--- src/hw/rtl/motion_adaptive_deinterlace_pixel_macros.svh ---
// Assertion helpers used by the deinterlacer core (madp_core).
`ifndef MOTION_ADAPTIVE_DEINTERLACE_PIXEL_MACROS_SVH
`define MOTION_ADAPTIVE_DEINTERLACE_PIXEL_MACROS_SVH

// Same-cycle implication, disabled during reset.
`define MADP_ASSERT_IMPL(label, clk, rst, ante, cons, msg) \
   label: assert property (@(posedge clk) disable iff (rst) (ante) |-> (cons)) \
      else $error(msg);

// Next-cycle implication, disabled during reset.
`define MADP_ASSERT_NEXT(label, clk, rst, ante, cons, msg) \
   label: assert property (@(posedge clk) disable iff (rst) (ante) |=> (cons)) \
      else $error(msg);

`endif

--- src/hw/rtl/madp_pkg.sv ---
`timescale 1ns / 1ps

package madp_pkg;

   localparam int PIXEL_BITS  = 16;
   localparam int PIX_W       = PIXEL_BITS;
   localparam int LANE_W      = 16;
   localparam int COEF_W      = 14;
   localparam int PEAK_W      = 16;
   localparam int COEF_SHIFT  = 13;
   localparam int HF_SHIFT    = 2;
   localparam int CSR_IDX_W   = 4;
   localparam int CSR_DATA_W  = 16;
   localparam int NUM_STAGES  = 4;

   // Difference terms need two extra bits: sign and one carry.
   localparam int DW          = PIX_W + 2;
   // A coefficient times a sum of up to four pixels.
   localparam int PROD_W      = COEF_W + PIX_W + 2;
   localparam int ACC_W       = PROD_W + 4;
   localparam int INT_W       = ACC_W - COEF_SHIFT;

   localparam logic [PIX_W-1:0] PIX_MAX = {PIX_W{1'b1}};

   typedef enum logic [CSR_IDX_W-1:0] {
      REG_LF_NEAR   = 4'd0,
      REG_LF_FAR    = 4'd1,
      REG_HF_CENTER = 4'd2,
      REG_HF_TWO    = 4'd3,
      REG_HF_FOUR   = 4'd4,
      REG_SP_NEAR   = 4'd5,
      REG_SP_FAR    = 4'd6,
      REG_PEAK      = 4'd7
   } madp_reg_type;

   localparam logic [COEF_W-1:0] RST_LF_NEAR   = 14'd4309;
   localparam logic [COEF_W-1:0] RST_LF_FAR    = 14'd213;
   localparam logic [COEF_W-1:0] RST_HF_CENTER = 14'd5570;
   localparam logic [COEF_W-1:0] RST_HF_TWO    = 14'd3801;
   localparam logic [COEF_W-1:0] RST_HF_FOUR   = 14'd1016;
   localparam logic [COEF_W-1:0] RST_SP_NEAR   = 14'd5077;
   localparam logic [COEF_W-1:0] RST_SP_FAR    = 14'd981;
   localparam logic [PEAK_W-1:0] RST_PEAK      = 16'd65535;

   typedef logic [PIX_W-1:0] pix_type;
   typedef logic signed [DW-1:0] sdiff_type;
   typedef logic [PROD_W-1:0] prod_type;

   typedef struct packed {
      logic        edge_mode;
      logic        spatial_check;
      logic        use_external;
      logic [15:0] prev2_center;
      logic [63:0] prev2_ring;
      logic [15:0] next2_center;
      logic [63:0] next2_ring;
      logic [31:0] prev_rows;
      logic [31:0] next_rows;
      logic [63:0] cur_rows;
      logic [15:0] external_pixel;
      logic        row_end_in;
   } req_payload_type;

   typedef struct packed {
      logic [15:0] out_pixel;
      logic        row_end_out;
   } rsp_payload_type;

   typedef struct packed {
      logic [CSR_IDX_W-1:0]  index;
      logic [CSR_DATA_W-1:0] data;
   } csr_payload_type;

   typedef struct packed {
      logic [COEF_W-1:0] lf_near;
      logic [COEF_W-1:0] lf_far;
      logic [COEF_W-1:0] hf_center;
      logic [COEF_W-1:0] hf_two;
      logic [COEF_W-1:0] hf_four;
      logic [COEF_W-1:0] sp_near;
      logic [COEF_W-1:0] sp_far;
      logic [PEAK_W-1:0] peak;
   } coef_type;

endpackage

--- src/hw/rtl/madp_if.sv ---


interface madp_csr_if import madp_pkg::*; ();
   logic            valid;
   logic            ready;
   csr_payload_type payload;

   modport source (output valid, output payload, input ready);
   modport sink   (input valid, input payload, output ready);
endinterface

--- src/hw/rtl/madp_csr.sv ---
`timescale 1ns / 1ps

module madp_csr import madp_pkg::*; (
   input  logic         clock,
   input  logic         reset,
   madp_csr_if.sink     csr_chan,
   output coef_type     coef
);

   coef_type coef_ff;
   coef_type coef_in;

   assign csr_chan.ready = 1'b1;
   assign coef = coef_ff;

   always_comb begin
      coef_in = coef_ff;
      if (csr_chan.valid) begin
         case (csr_chan.payload.index)
            REG_LF_NEAR:   coef_in.lf_near   = csr_chan.payload.data[COEF_W-1:0];
            REG_LF_FAR:    coef_in.lf_far    = csr_chan.payload.data[COEF_W-1:0];
            REG_HF_CENTER: coef_in.hf_center = csr_chan.payload.data[COEF_W-1:0];
            REG_HF_TWO:    coef_in.hf_two    = csr_chan.payload.data[COEF_W-1:0];
            REG_HF_FOUR:   coef_in.hf_four   = csr_chan.payload.data[COEF_W-1:0];
            REG_SP_NEAR:   coef_in.sp_near   = csr_chan.payload.data[COEF_W-1:0];
            REG_SP_FAR:    coef_in.sp_far    = csr_chan.payload.data[COEF_W-1:0];
            REG_PEAK:      coef_in.peak      = csr_chan.payload.data[PEAK_W-1:0];
            default: begin
               // Writes past the register list are dropped.
               coef_in = coef_ff;
            end
         endcase
      end
   end

   always_ff @(posedge clock) begin
      if (reset) begin
         coef_ff.lf_near   <= RST_LF_NEAR;
         coef_ff.lf_far    <= RST_LF_FAR;
         coef_ff.hf_center <= RST_HF_CENTER;
         coef_ff.hf_two    <= RST_HF_TWO;
         coef_ff.hf_four   <= RST_HF_FOUR;
         coef_ff.sp_near   <= RST_SP_NEAR;
         coef_ff.sp_far    <= RST_SP_FAR;
         coef_ff.peak      <= RST_PEAK;
      end else begin
         coef_ff <= coef_in;
      end
   end

endmodule

--- src/flat_wrapper.sv ---
// flat-port wrapper written by rule: the top's interface ports become plain ports
module madp_csr_flat import madp_pkg::*;
  (clock, reset, coef, csr_chan_valid, csr_chan_payload, csr_chan_ready);
  madp_csr_if csr_chan_i ();
  input  logic clock;
  input  logic reset;
  output coef_type coef;
  input wire logic [$bits(csr_chan_i.valid)-1:0] csr_chan_valid;
  input wire logic [$bits(csr_chan_i.payload)-1:0] csr_chan_payload;
  output wire logic [$bits(csr_chan_i.ready)-1:0] csr_chan_ready;
  assign csr_chan_i.valid = csr_chan_valid;
  assign csr_chan_i.payload = csr_chan_payload;
  assign csr_chan_ready = csr_chan_i.ready;
  madp_csr u_core (.clock(clock), .reset(reset), .csr_chan(csr_chan_i), .coef(coef));
endmodule
--- config.mk ---
export PLATFORM = sky130hd
export DESIGN_NAME = madp_csr_flat
export DESIGN_NICKNAME = d
export VERILOG_FILES = /design/src/hw/rtl/motion_adaptive_deinterlace_pixel_macros.svh /design/src/hw/rtl/madp_pkg.sv /design/src/hw/rtl/madp_if.sv /design/src/hw/rtl/madp_csr.sv /design/src/flat_wrapper.sv
export SDC_FILE = /design/constraint.sdc
export NUM_CORES = 1
export LEC_CHECK = 0
export ABC_AREA = 1
export BUFFER_PORTS_ARGS = -buffer_cell sky130_fd_sc_hd__buf_2
export CORE_MARGIN = 2
export CORE_UTILIZATION = 51
export CTS_CLUSTER_DIAMETER = 150
export CTS_CLUSTER_SIZE = 12
export DETAILED_ROUTE_END_ITERATION = 16
export PLACE_DENSITY = 0.8
export SYNTH_ARGS = -nofsm -noshare
export SYNTH_HDL_FRONTEND = slang
export SYNTH_SLANG_ARGS = --single-unit
--- constraint.sdc ---
create_clock -name clock -period 1.4 [get_ports clock]
set_clock_uncertainty 0.05 [all_clocks]
set_input_delay 0.21 -clock clock [delete_from_list [all_inputs] [get_ports clock]]
set_output_delay 0.21 -clock clock [all_outputs]
set_load 0.02 [all_outputs]
; ---- Yosys cells after proc, flatten, opt, wreduce, memory -nomap -nowiden
; Index checks and enable logic that the tools add are counted.
[word_totals]
reg_bits = 114
input_bits = 23
out_inout_bits = 115
elab_cells = 24
[classes]
n_eq_ne = 7
reduce_logical = 9
[op_table]
columns = operator, count
row1 = $eq 4x3->1 const B, 4
row2 = $reduce_and 2->1, 8
row3 = $eq 4x2->1 const B, 2
row4 = $eq 4x1->1 const B, 1
row5 = $logic_not 4->1, 1

; ---- Logic depth before layout (Yosys ltp)
; Gate-level depths: netlist (run 1).
[depth]
word_depth = 2
mapped_depth = 7
depth_no_buf = 6

; ---- Least setup slack after synthesis (run 1)
; OpenSTA, ideal clock, no wires.
[synth_timing]
path_kind = input to register
start = input port csr_chan_valid
end = register u_core.coef_ff, in the netlist u_core.coef[44]
setup_time_ps = 113
t_arrival_ps = 973
t_required_ps = 1237
setup_slack_ps = 264
stages = 7
n_path_buf = 2
path_cell_list = buf_4 -> nand3_4 -> nor2_1 -> buf_2 -> nand2_1 -> nand2_1 -> nor2_1
[synth_via]
elab_chain_len = 1
[synth_rtl]
columns = element, line_no
row1 = from (decl), flat_wrapper.sv:8  ; input wire logic [$bits(csr_chan_i.valid)-1:0] csr_chan_valid;
row2 = $reduce_and 2->1 (no source line), -
row3 = to (signal assigned), madp_csr.sv:47  ; coef_ff <= coef_in;
row4 = to (decl), madp_csr.sv:10  ; coef_type coef_ff;
; No other way between the ends.
; A chain may end at the register's enable or synchronous reset.

; ---- Worst setup path after layout (run 1)
[layout_timing]
start = register u_core.coef_ff, in the netlist u_core.coef[25]
end = output port coef[25] in the netlist's numbering
[layout_rtl]
columns = element, line_no
row1 = to (decl), flat_wrapper.sv:7  ; output coef_type coef;
; No word-level cell between the ends.

==> run_results.csv, run 1 <==
group,metric,value,unit
logic_synthesis,synth_cells,602,
layout,layout-drive-gt1-share,26.5,%
worst_setup_path,cp_slowest_stage_delay,0.36,ns
sta,setup_slack,0.0875,ns
worst_setup_path,cp_max_fo,2,
placed_design,place_worst_setup_slack,0.0472,ns
logic_synthesis,syn_area,4450,um^2
route,route.antenna.remaining_nets,0,
sta,final.period_utilization,93.8,%
worst_setup_path,crit_cells,1,
clocking,ctsResizeCount,0,
route,drt-pass1-iter-count,5,
worst_setup_path,crit_slowest_cell,"sky130_fd_sc_hd__dfxtp_1",
worst_setup_path,cell_by_cell_trace_of_the_critical_path,"buf_2",
logic_synthesis,yosysWarningCount,0,
logic_synthesis,seq_area_frac_synth,51.3,%
global_route,first_global_vias,4065,
clocking,number_of_cts_inserted_buffers,17,
sta,finalCriticalPeriod,1.31,ns
clocking,clkTransAtPathRegs,0.06,ns
power_and_ir_drop,worst_ir_drop_vdd,0.000874,V
logic_synthesis,synth.net_count,625,
placed_design,hpwlAfterDp,8400,um
die,top_level_ports,138,
power_and_ir_drop,power,8.47,mW
die,chipWidth,97.4,um
clocking,cts.hold.buffers_added,13,
die,dieArea,9490,um^2
sta,finalSetupViolations,0,
layout,antenna_cells_inserted,0,
global_route,grt_usage,27.0,%
sta,report.final.slew_viol_count,0,
clocking,master_cell_of_the_clock_root_buffer,"sky130_fd_sc_hd__clkbuf_8",
route,wl,12800,um
clocking,cts_tree,"built",
sta,fin_tns_setup,0,ns
layout,areaGrowthSynthToFinish,34.2,%
placed_design,place.port_buffers,136,
worst_setup_path,crit_buf_inv,1,
worst_setup_path,setup.worst_path.class,"reg2out",
worst_setup_path,startpoint_type,"register",
global_route,grt-ovfl-total,0,
route,post_drt_wl_per_cell,14.7,um
layout,number_of_flip_flops_under_the_largest_register_name,114,
run_status,status,"finished clean",
worst_setup_path,required,1.14,ns
die,initial_core_util,51.8,%
die,design.core.area,8590,um^2
global_route,initial_antenna_violation_count,0,
clocking,cts_post_setup_buffers_inserted,0,
global_route,grt_max_degree,75,
worst_setup_path,timing.reg2reg.worst_path_depth,2,
sta,clock.fmax,762,MHz
worst_hold_path,cell_depth_of_the_worst_hold_path,3,
worst_setup_path,cp_data_arrival_time,1.05,ns
worst_hold_path,min_path_type,"in2reg",
logic_synthesis,yosys_reg_bits,114,
run,maxCapViolations,0,
route,vias_per_cell,5.08,
die,die_height,97.4,um
placed_design,routabilityCongestion,0.846,
clocking,clock_path_buffers,2,
power_and_ir_drop,cellLeakagePower,2.92,nW
layout,num-nets-final,770,
die,std_cell_rows,34,
global_route,grt_pass1_wl,20200,um
route,drt_drc_violations_left,0,
clocking,worst_skew_pair_latency,0.51,ns
logic_synthesis,synth_cell_types,22,
worst_setup_path,worst_path_dominant_cell_family,"flip-flops",
clocking,h-tree-depth,4,
sta,rsz0062_at_grt,"no",
clocking,clock_sink_total,114,
sta,hold_viol_final,0,
layout,fillCellCount,703,
power_and_ir_drop,power_per_cell_area,1420,nW/um^2
worst_setup_path,setup.worst_path.end_class,"primary output",
route,first_iter_violations,244,
route,via_count,4406,
logic_synthesis,post_synth.cell_area_avg,7.40,um^2
where the power goes:
part,internal (mW),total [mW],switching (mW),leakage [nW]
Combinational,0.200,0.633,0.433,1.70
Sequential,3.32,3.36,0.0388,0.925
Clock,2.98,4.48,1.50,0.302
Yosys cell counts:
| master | n | area, um^2 |
|---|---|---|
| sky130_fd_sc_hd__nand2_4 | 2 | 22.5 |
| sky130_fd_sc_hd__nand4_1 | 17 | 106 |
| sky130_fd_sc_hd__o21ai_0 | 15 | 75.1 |
| sky130_fd_sc_hd__conb_1 | 1 | 3.75 |
| sky130_fd_sc_hd__buf_1 | 1 | 3.75 |
| sky130_fd_sc_hd__nand3_2 | 2 | 20.0 |
| sky130_fd_sc_hd__buf_2 | 11 | 55.1 |
| sky130_fd_sc_hd__nand2_2 | 1 | 6.26 |
| sky130_fd_sc_hd__nand2_1 | 198 | 743 |
| sky130_fd_sc_hd__nor2_1 | 105 | 394 |
| sky130_fd_sc_hd__nor2_2 | 2 | 12.5 |
| sky130_fd_sc_hd__clkinv_1 | 1 | 3.75 |
| sky130_fd_sc_hd__buf_6 | 4 | 45.0 |
| sky130_fd_sc_hd__dfxtp_1 | 114 | 2280 |
| sky130_fd_sc_hd__inv_1 | 30 | 113 |
| sky130_fd_sc_hd__nand3_1 | 65 | 325 |
| sky130_fd_sc_hd__nor2_4 | 6 | 67.6 |
| sky130_fd_sc_hd__inv_2 | 2 | 7.51 |
| sky130_fd_sc_hd__nand3_4 | 3 | 52.6 |
| sky130_fd_sc_hd__clkbuf_1 | 13 | 48.8 |
| sky130_fd_sc_hd__clkinv_2 | 1 | 5.00 |
| sky130_fd_sc_hd__buf_4 | 8 | 60.1 |
per-stage QoR:
stage,area [um^2],util [%],instances,hold slack [ns]
6_report,5980,69.5,867,0.0118
4_1_cts,5980,69.5,867,0.00167
3_5_place_dp,5230,60.8,823,0.388
3_3_place_gp,5230,60.8,823,0.371
5_1_grt,5980,69.5,867,0.00385
2_1_floorplan,4450,-,602,0.273
routing by layer:
metal | vias up | wire length, um | track usage (%)
met4 | 0 | 226 | 9.83
met2 | 202 | 6120 | 42.5
met5 | - | 0 | 0
li1 | 2166 | - | -
met3 | 17 | 1100 | 9.78
met1 | 2021 | 5310 | 34.1
cell type report:
class | count | area [um^2] | area share [%]
sequential | 114 | 2280 | 38.2
multi-input combinational | 417 | 1830 | 30.6
clock inverter | 8 | 124 | 2.07
tap | 108 | 135 | 2.26
clock buffer | 23 | 497 | 8.31
inverter | 34 | 130 | 2.18
timing repair buffer | 163 | 978 | 16.4
worst paths after layout:
path                  startpoint              end  slack, ns
max reg2reg      u_core.coef[39]  u_core.coef[39]       0.70
max              u_core.coef[25]         coef[25]       0.09
min          csr_chan_payload[6]  u_core.coef[78]       0.01
min reg2reg       u_core.coef[5]   u_core.coef[5]       0.41
cells in the final DEF, fill, tap and decap left out, types with 3 or more instances in the layout:
cell type	n
sky130_fd_sc_hd__bufinv_16	3
sky130_fd_sc_hd__inv_1	30
sky130_fd_sc_hd__nand4_1	17
sky130_fd_sc_hd__dfxtp_1	114
sky130_fd_sc_hd__clkbuf_8	7
sky130_fd_sc_hd__buf_2	136
sky130_fd_sc_hd__nand3_4	3
sky130_fd_sc_hd__clkbuf_16	16
sky130_fd_sc_hd__clkinv_2	4
sky130_fd_sc_hd__buf_12	5
sky130_fd_sc_hd__nand3_1	65
sky130_fd_sc_hd__nand2_1	198
sky130_fd_sc_hd__dlygate4sd3_1	13
sky130_fd_sc_hd__nor2_1	105
sky130_fd_sc_hd__nor2_4	6
sky130_fd_sc_hd__buf_4	9
sky130_fd_sc_hd__o21ai_0	15
cells by family (layout without fill, tap and decap cells):
logic type	count (synthesis)	count (layout)	share of synthesized area, %
DFF	114	114	51.3
other	1	1	0.0842
AOI/OAI and AO/OA	15	15	1.69
buffers and inverters	71	228	7.67
and+or+nand+nor	401	401	39.3
worst register-to-register path, stage by stage, from the launching register on:
cell and delay, ns:
sky130_fd_sc_hd__dfxtp_1 0.31, sky130_fd_sc_hd__o21ai_0 0.09, sky130_fd_sc_hd__nand3_1 0.12
(Power assumes the default switching activity.)
==> inputs of run 2 (changes only) <==
- CTS_CLUSTER_DIAMETER: 150 -> default
- REMOVE_ABC_BUFFERS: default -> 1
==> run_results.csv, run 2 (synthesis results as in run 1) <==
group,metric,value,unit
run_status,status,"finished clean",
power_and_ir_drop,cellLeakagePower,2.92,nW
die,chipWidth,97.4,um
sta,finalCriticalPeriod,1.32,ns
layout,number_of_flip_flops_under_the_largest_register_name,114,
layout,final-seq-area,2280,um^2
sta,rsz0062_at_grt,"no",
clocking,clock_path_buffers,2,
clocking,h-tree-depth,4,
power_and_ir_drop,power,8.10,mW
clocking,worst_skew_pair_latency,0.51,ns
global_route,grt_usage,27.4,%
route,drt_drc_violations_left,0,
route,post_drt_wl_per_cell,14.8,um
global_route,first_global_vias,4250,
worst_setup_path,required,1.14,ns
clocking,clock_sink_total,114,
global_route,groute.layer.met2.usage,45.3,%
worst_setup_path,cp_max_fo,2,
worst_setup_path,worst_path_dominant_cell_family,"flip-flops",
sta,final.period_utilization,94.0,%
sta,finalSetupViolations,0,
global_route,grt.met3_usage,8.63,%
placed_design,place.port_buffers,136,
layout,stdcell_count,871,
clocking,clkTransAtPathRegs,0.06,ns
route,vias_per_cell,5.09,
sta,hold_viol_final,0,
power_and_ir_drop,fraction_of_power_spent_switching_nets,23.9,%
die,std_cell_rows,34,
sta,timing.hold.ws,0.00859,ns
power_and_ir_drop,power.switching,1.94,mW
die,die_height,97.4,um
clocking,cts_tree,"built",
layout,areaGrowthSynthToFinish,33.3,%
run,maxCapViolations,0,
global_route,grt-ovfl-total,0,
layout,layout_common_cells,"198 x sky130_fd_sc_hd__nand2_1, 136 x sky130_fd_sc_hd__buf_2, 114 x sky130_fd_sc_hd__dfxtp_1",
placed_design,post_dp_cell_area,5260,um^2
route,wl,12900,um
route,drt-pass1-iter-count,5,
worst_setup_path,cp_slowest_stage_delay,0.37,ns
layout,multiInputGateArea,1830,um^2
layout,num-nets-final,774,
power_and_ir_drop,combinationalPowerShare,7.8,%
route,via_count,4435,
power_and_ir_drop,worst_ir_drop_vdd,0.000810,V
route,route.antenna.remaining_nets,0,
die,dieArea,9490,um^2
worst_setup_path,setup.worst_path.end_class,"primary output",
clocking,master_cell_of_the_clock_root_buffer,"sky130_fd_sc_hd__clkbuf_8",
worst_hold_path,min_path_type,"in2reg",
power_and_ir_drop,power_per_cell_area,1360,nW/um^2
placed_design,place_inst,829,
global_route,initial_antenna_violation_count,0,
worst_setup_path,startpoint_type,"register",
power_and_ir_drop,power.sequential.fraction,41.5,%
layout,final_common_cell,"sky130_fd_sc_hd__nand2_1",
layout,final_design_area_no_fill,5940,um^2
global_route,top_usage_layer,"met2",
placed_design,routabilityCongestion,0.805,
placed_design,hpwlAfterDp,8560,um
power_and_ir_drop,power.clock.fraction,50.8,%
power_and_ir_drop,power.internal,6.16,mW
layout,finalCoreUtilization,69.1,%
worst_setup_path,crit_buf_inv,1,
sta,clock.fmax,760,MHz
clocking,cts_post_setup_buffers_inserted,0,
worst_setup_path,cell_by_cell_trace_of_the_critical_path,"buf_2",
worst_setup_path,setup.worst_path.class,"reg2out",
route,first_iter_violations,228,
global_route,grt_pass1_wl,20700,um
global_route,grt_max_degree,91,
layout,layout-drive-gt1-share,27.0,%
layout,fillCellCount,699,
layout,antenna_cells_inserted,0,
worst_setup_path,crit_slowest_cell,"sky130_fd_sc_hd__dfxtp_1",
clocking,number_of_cts_inserted_buffers,17,
die,top_level_ports,138,
sta,report.final.slew_viol_count,0,
die,initial_core_util,51.8,%
global_route,grt_util_met1,33.8,%
die,design.core.area,8590,um^2
worst_setup_path,cp_data_arrival_time,1.06,ns
==> run 2: cell count changes in the layout (fill, tap and decap cells not counted), sizes merged <==
cell         delta
clkinv          +3
buf             +6
dlygate4sd3     -2
bufinv          -1
clkbuf          -2
==> run 2: area by class of cell <==
class                   count  area share [%]
repair buffers            167            16.7
well taps                 108            2.28
flip-flops and latches    114            38.4
inverters                  34            2.19
clock inverters            10            1.83
multi-input cells         417            30.8
clock buffers              21            7.74
==> run 2: worst paths after layout <==
| check | startpoint | endpoint | slack (ns) | cells after the start |
|---|---|---|---|---|
| min reg2reg | u_core.coef[50] | u_core.coef[50] | 0.40 | 2 |
| max | u_core.coef[45] | coef[45] | 0.08 | 1 |
| min | csr_chan_payload[4] | u_core.coef[104] | 0.009 | 3 |
| max reg2reg | u_core.coef[111] | u_core.coef[111] | 0.69 | 4 |
==> run 2: through the flow <==
| step | worst slack [ns] | setup TNS, ns |
|---|---|---|
| after global routing | 0.0449 | 0 |
| after global placement | 0.0885 | 0 |
| final | 0.0835 | 0 |
| after floorplan | -0.942 | -106.61 |
| after detailed placement | 0.0637 | 0 |
| after CTS | 0.0799 | 0 |
==> run 2: worst register-to-register path, stage by stage (launching register included) <==
cell and delay, ns:
sky130_fd_sc_hd__dfxtp_1 0.34, sky130_fd_sc_hd__inv_1 0.04, sky130_fd_sc_hd__nand2_1 0.06, sky130_fd_sc_hd__nand2_1 0.05
sky130_fd_sc_hd__nor2_1 0.11
==> run 2: timing repair <==
item | 4_1_cts | 5_1_grt
hold buffers | 11 | 0
gates resized for setup | 0 | 0
hold endpoints to repair | 36 | 0
==> run 2: per-layer routing <==
layer	part of all wire, %	vias to the layer above
li1	-	2175
met1	42	2028
met2	48	204
met3	8.1	28
met4	2.2	0
met5	0	-
==> run 2: power by group through the flow <==
stage	Sequential (mW)	Clock, mW	Combinational, mW
finish	3.36	4.11	0.629
global route	3.36	4.31	0.687
CTS	3.36	4.13	0.628
detailed placement	3.43	0	0.598
global placement	3.42	0	0.583
floorplan	3.51	0	0.245
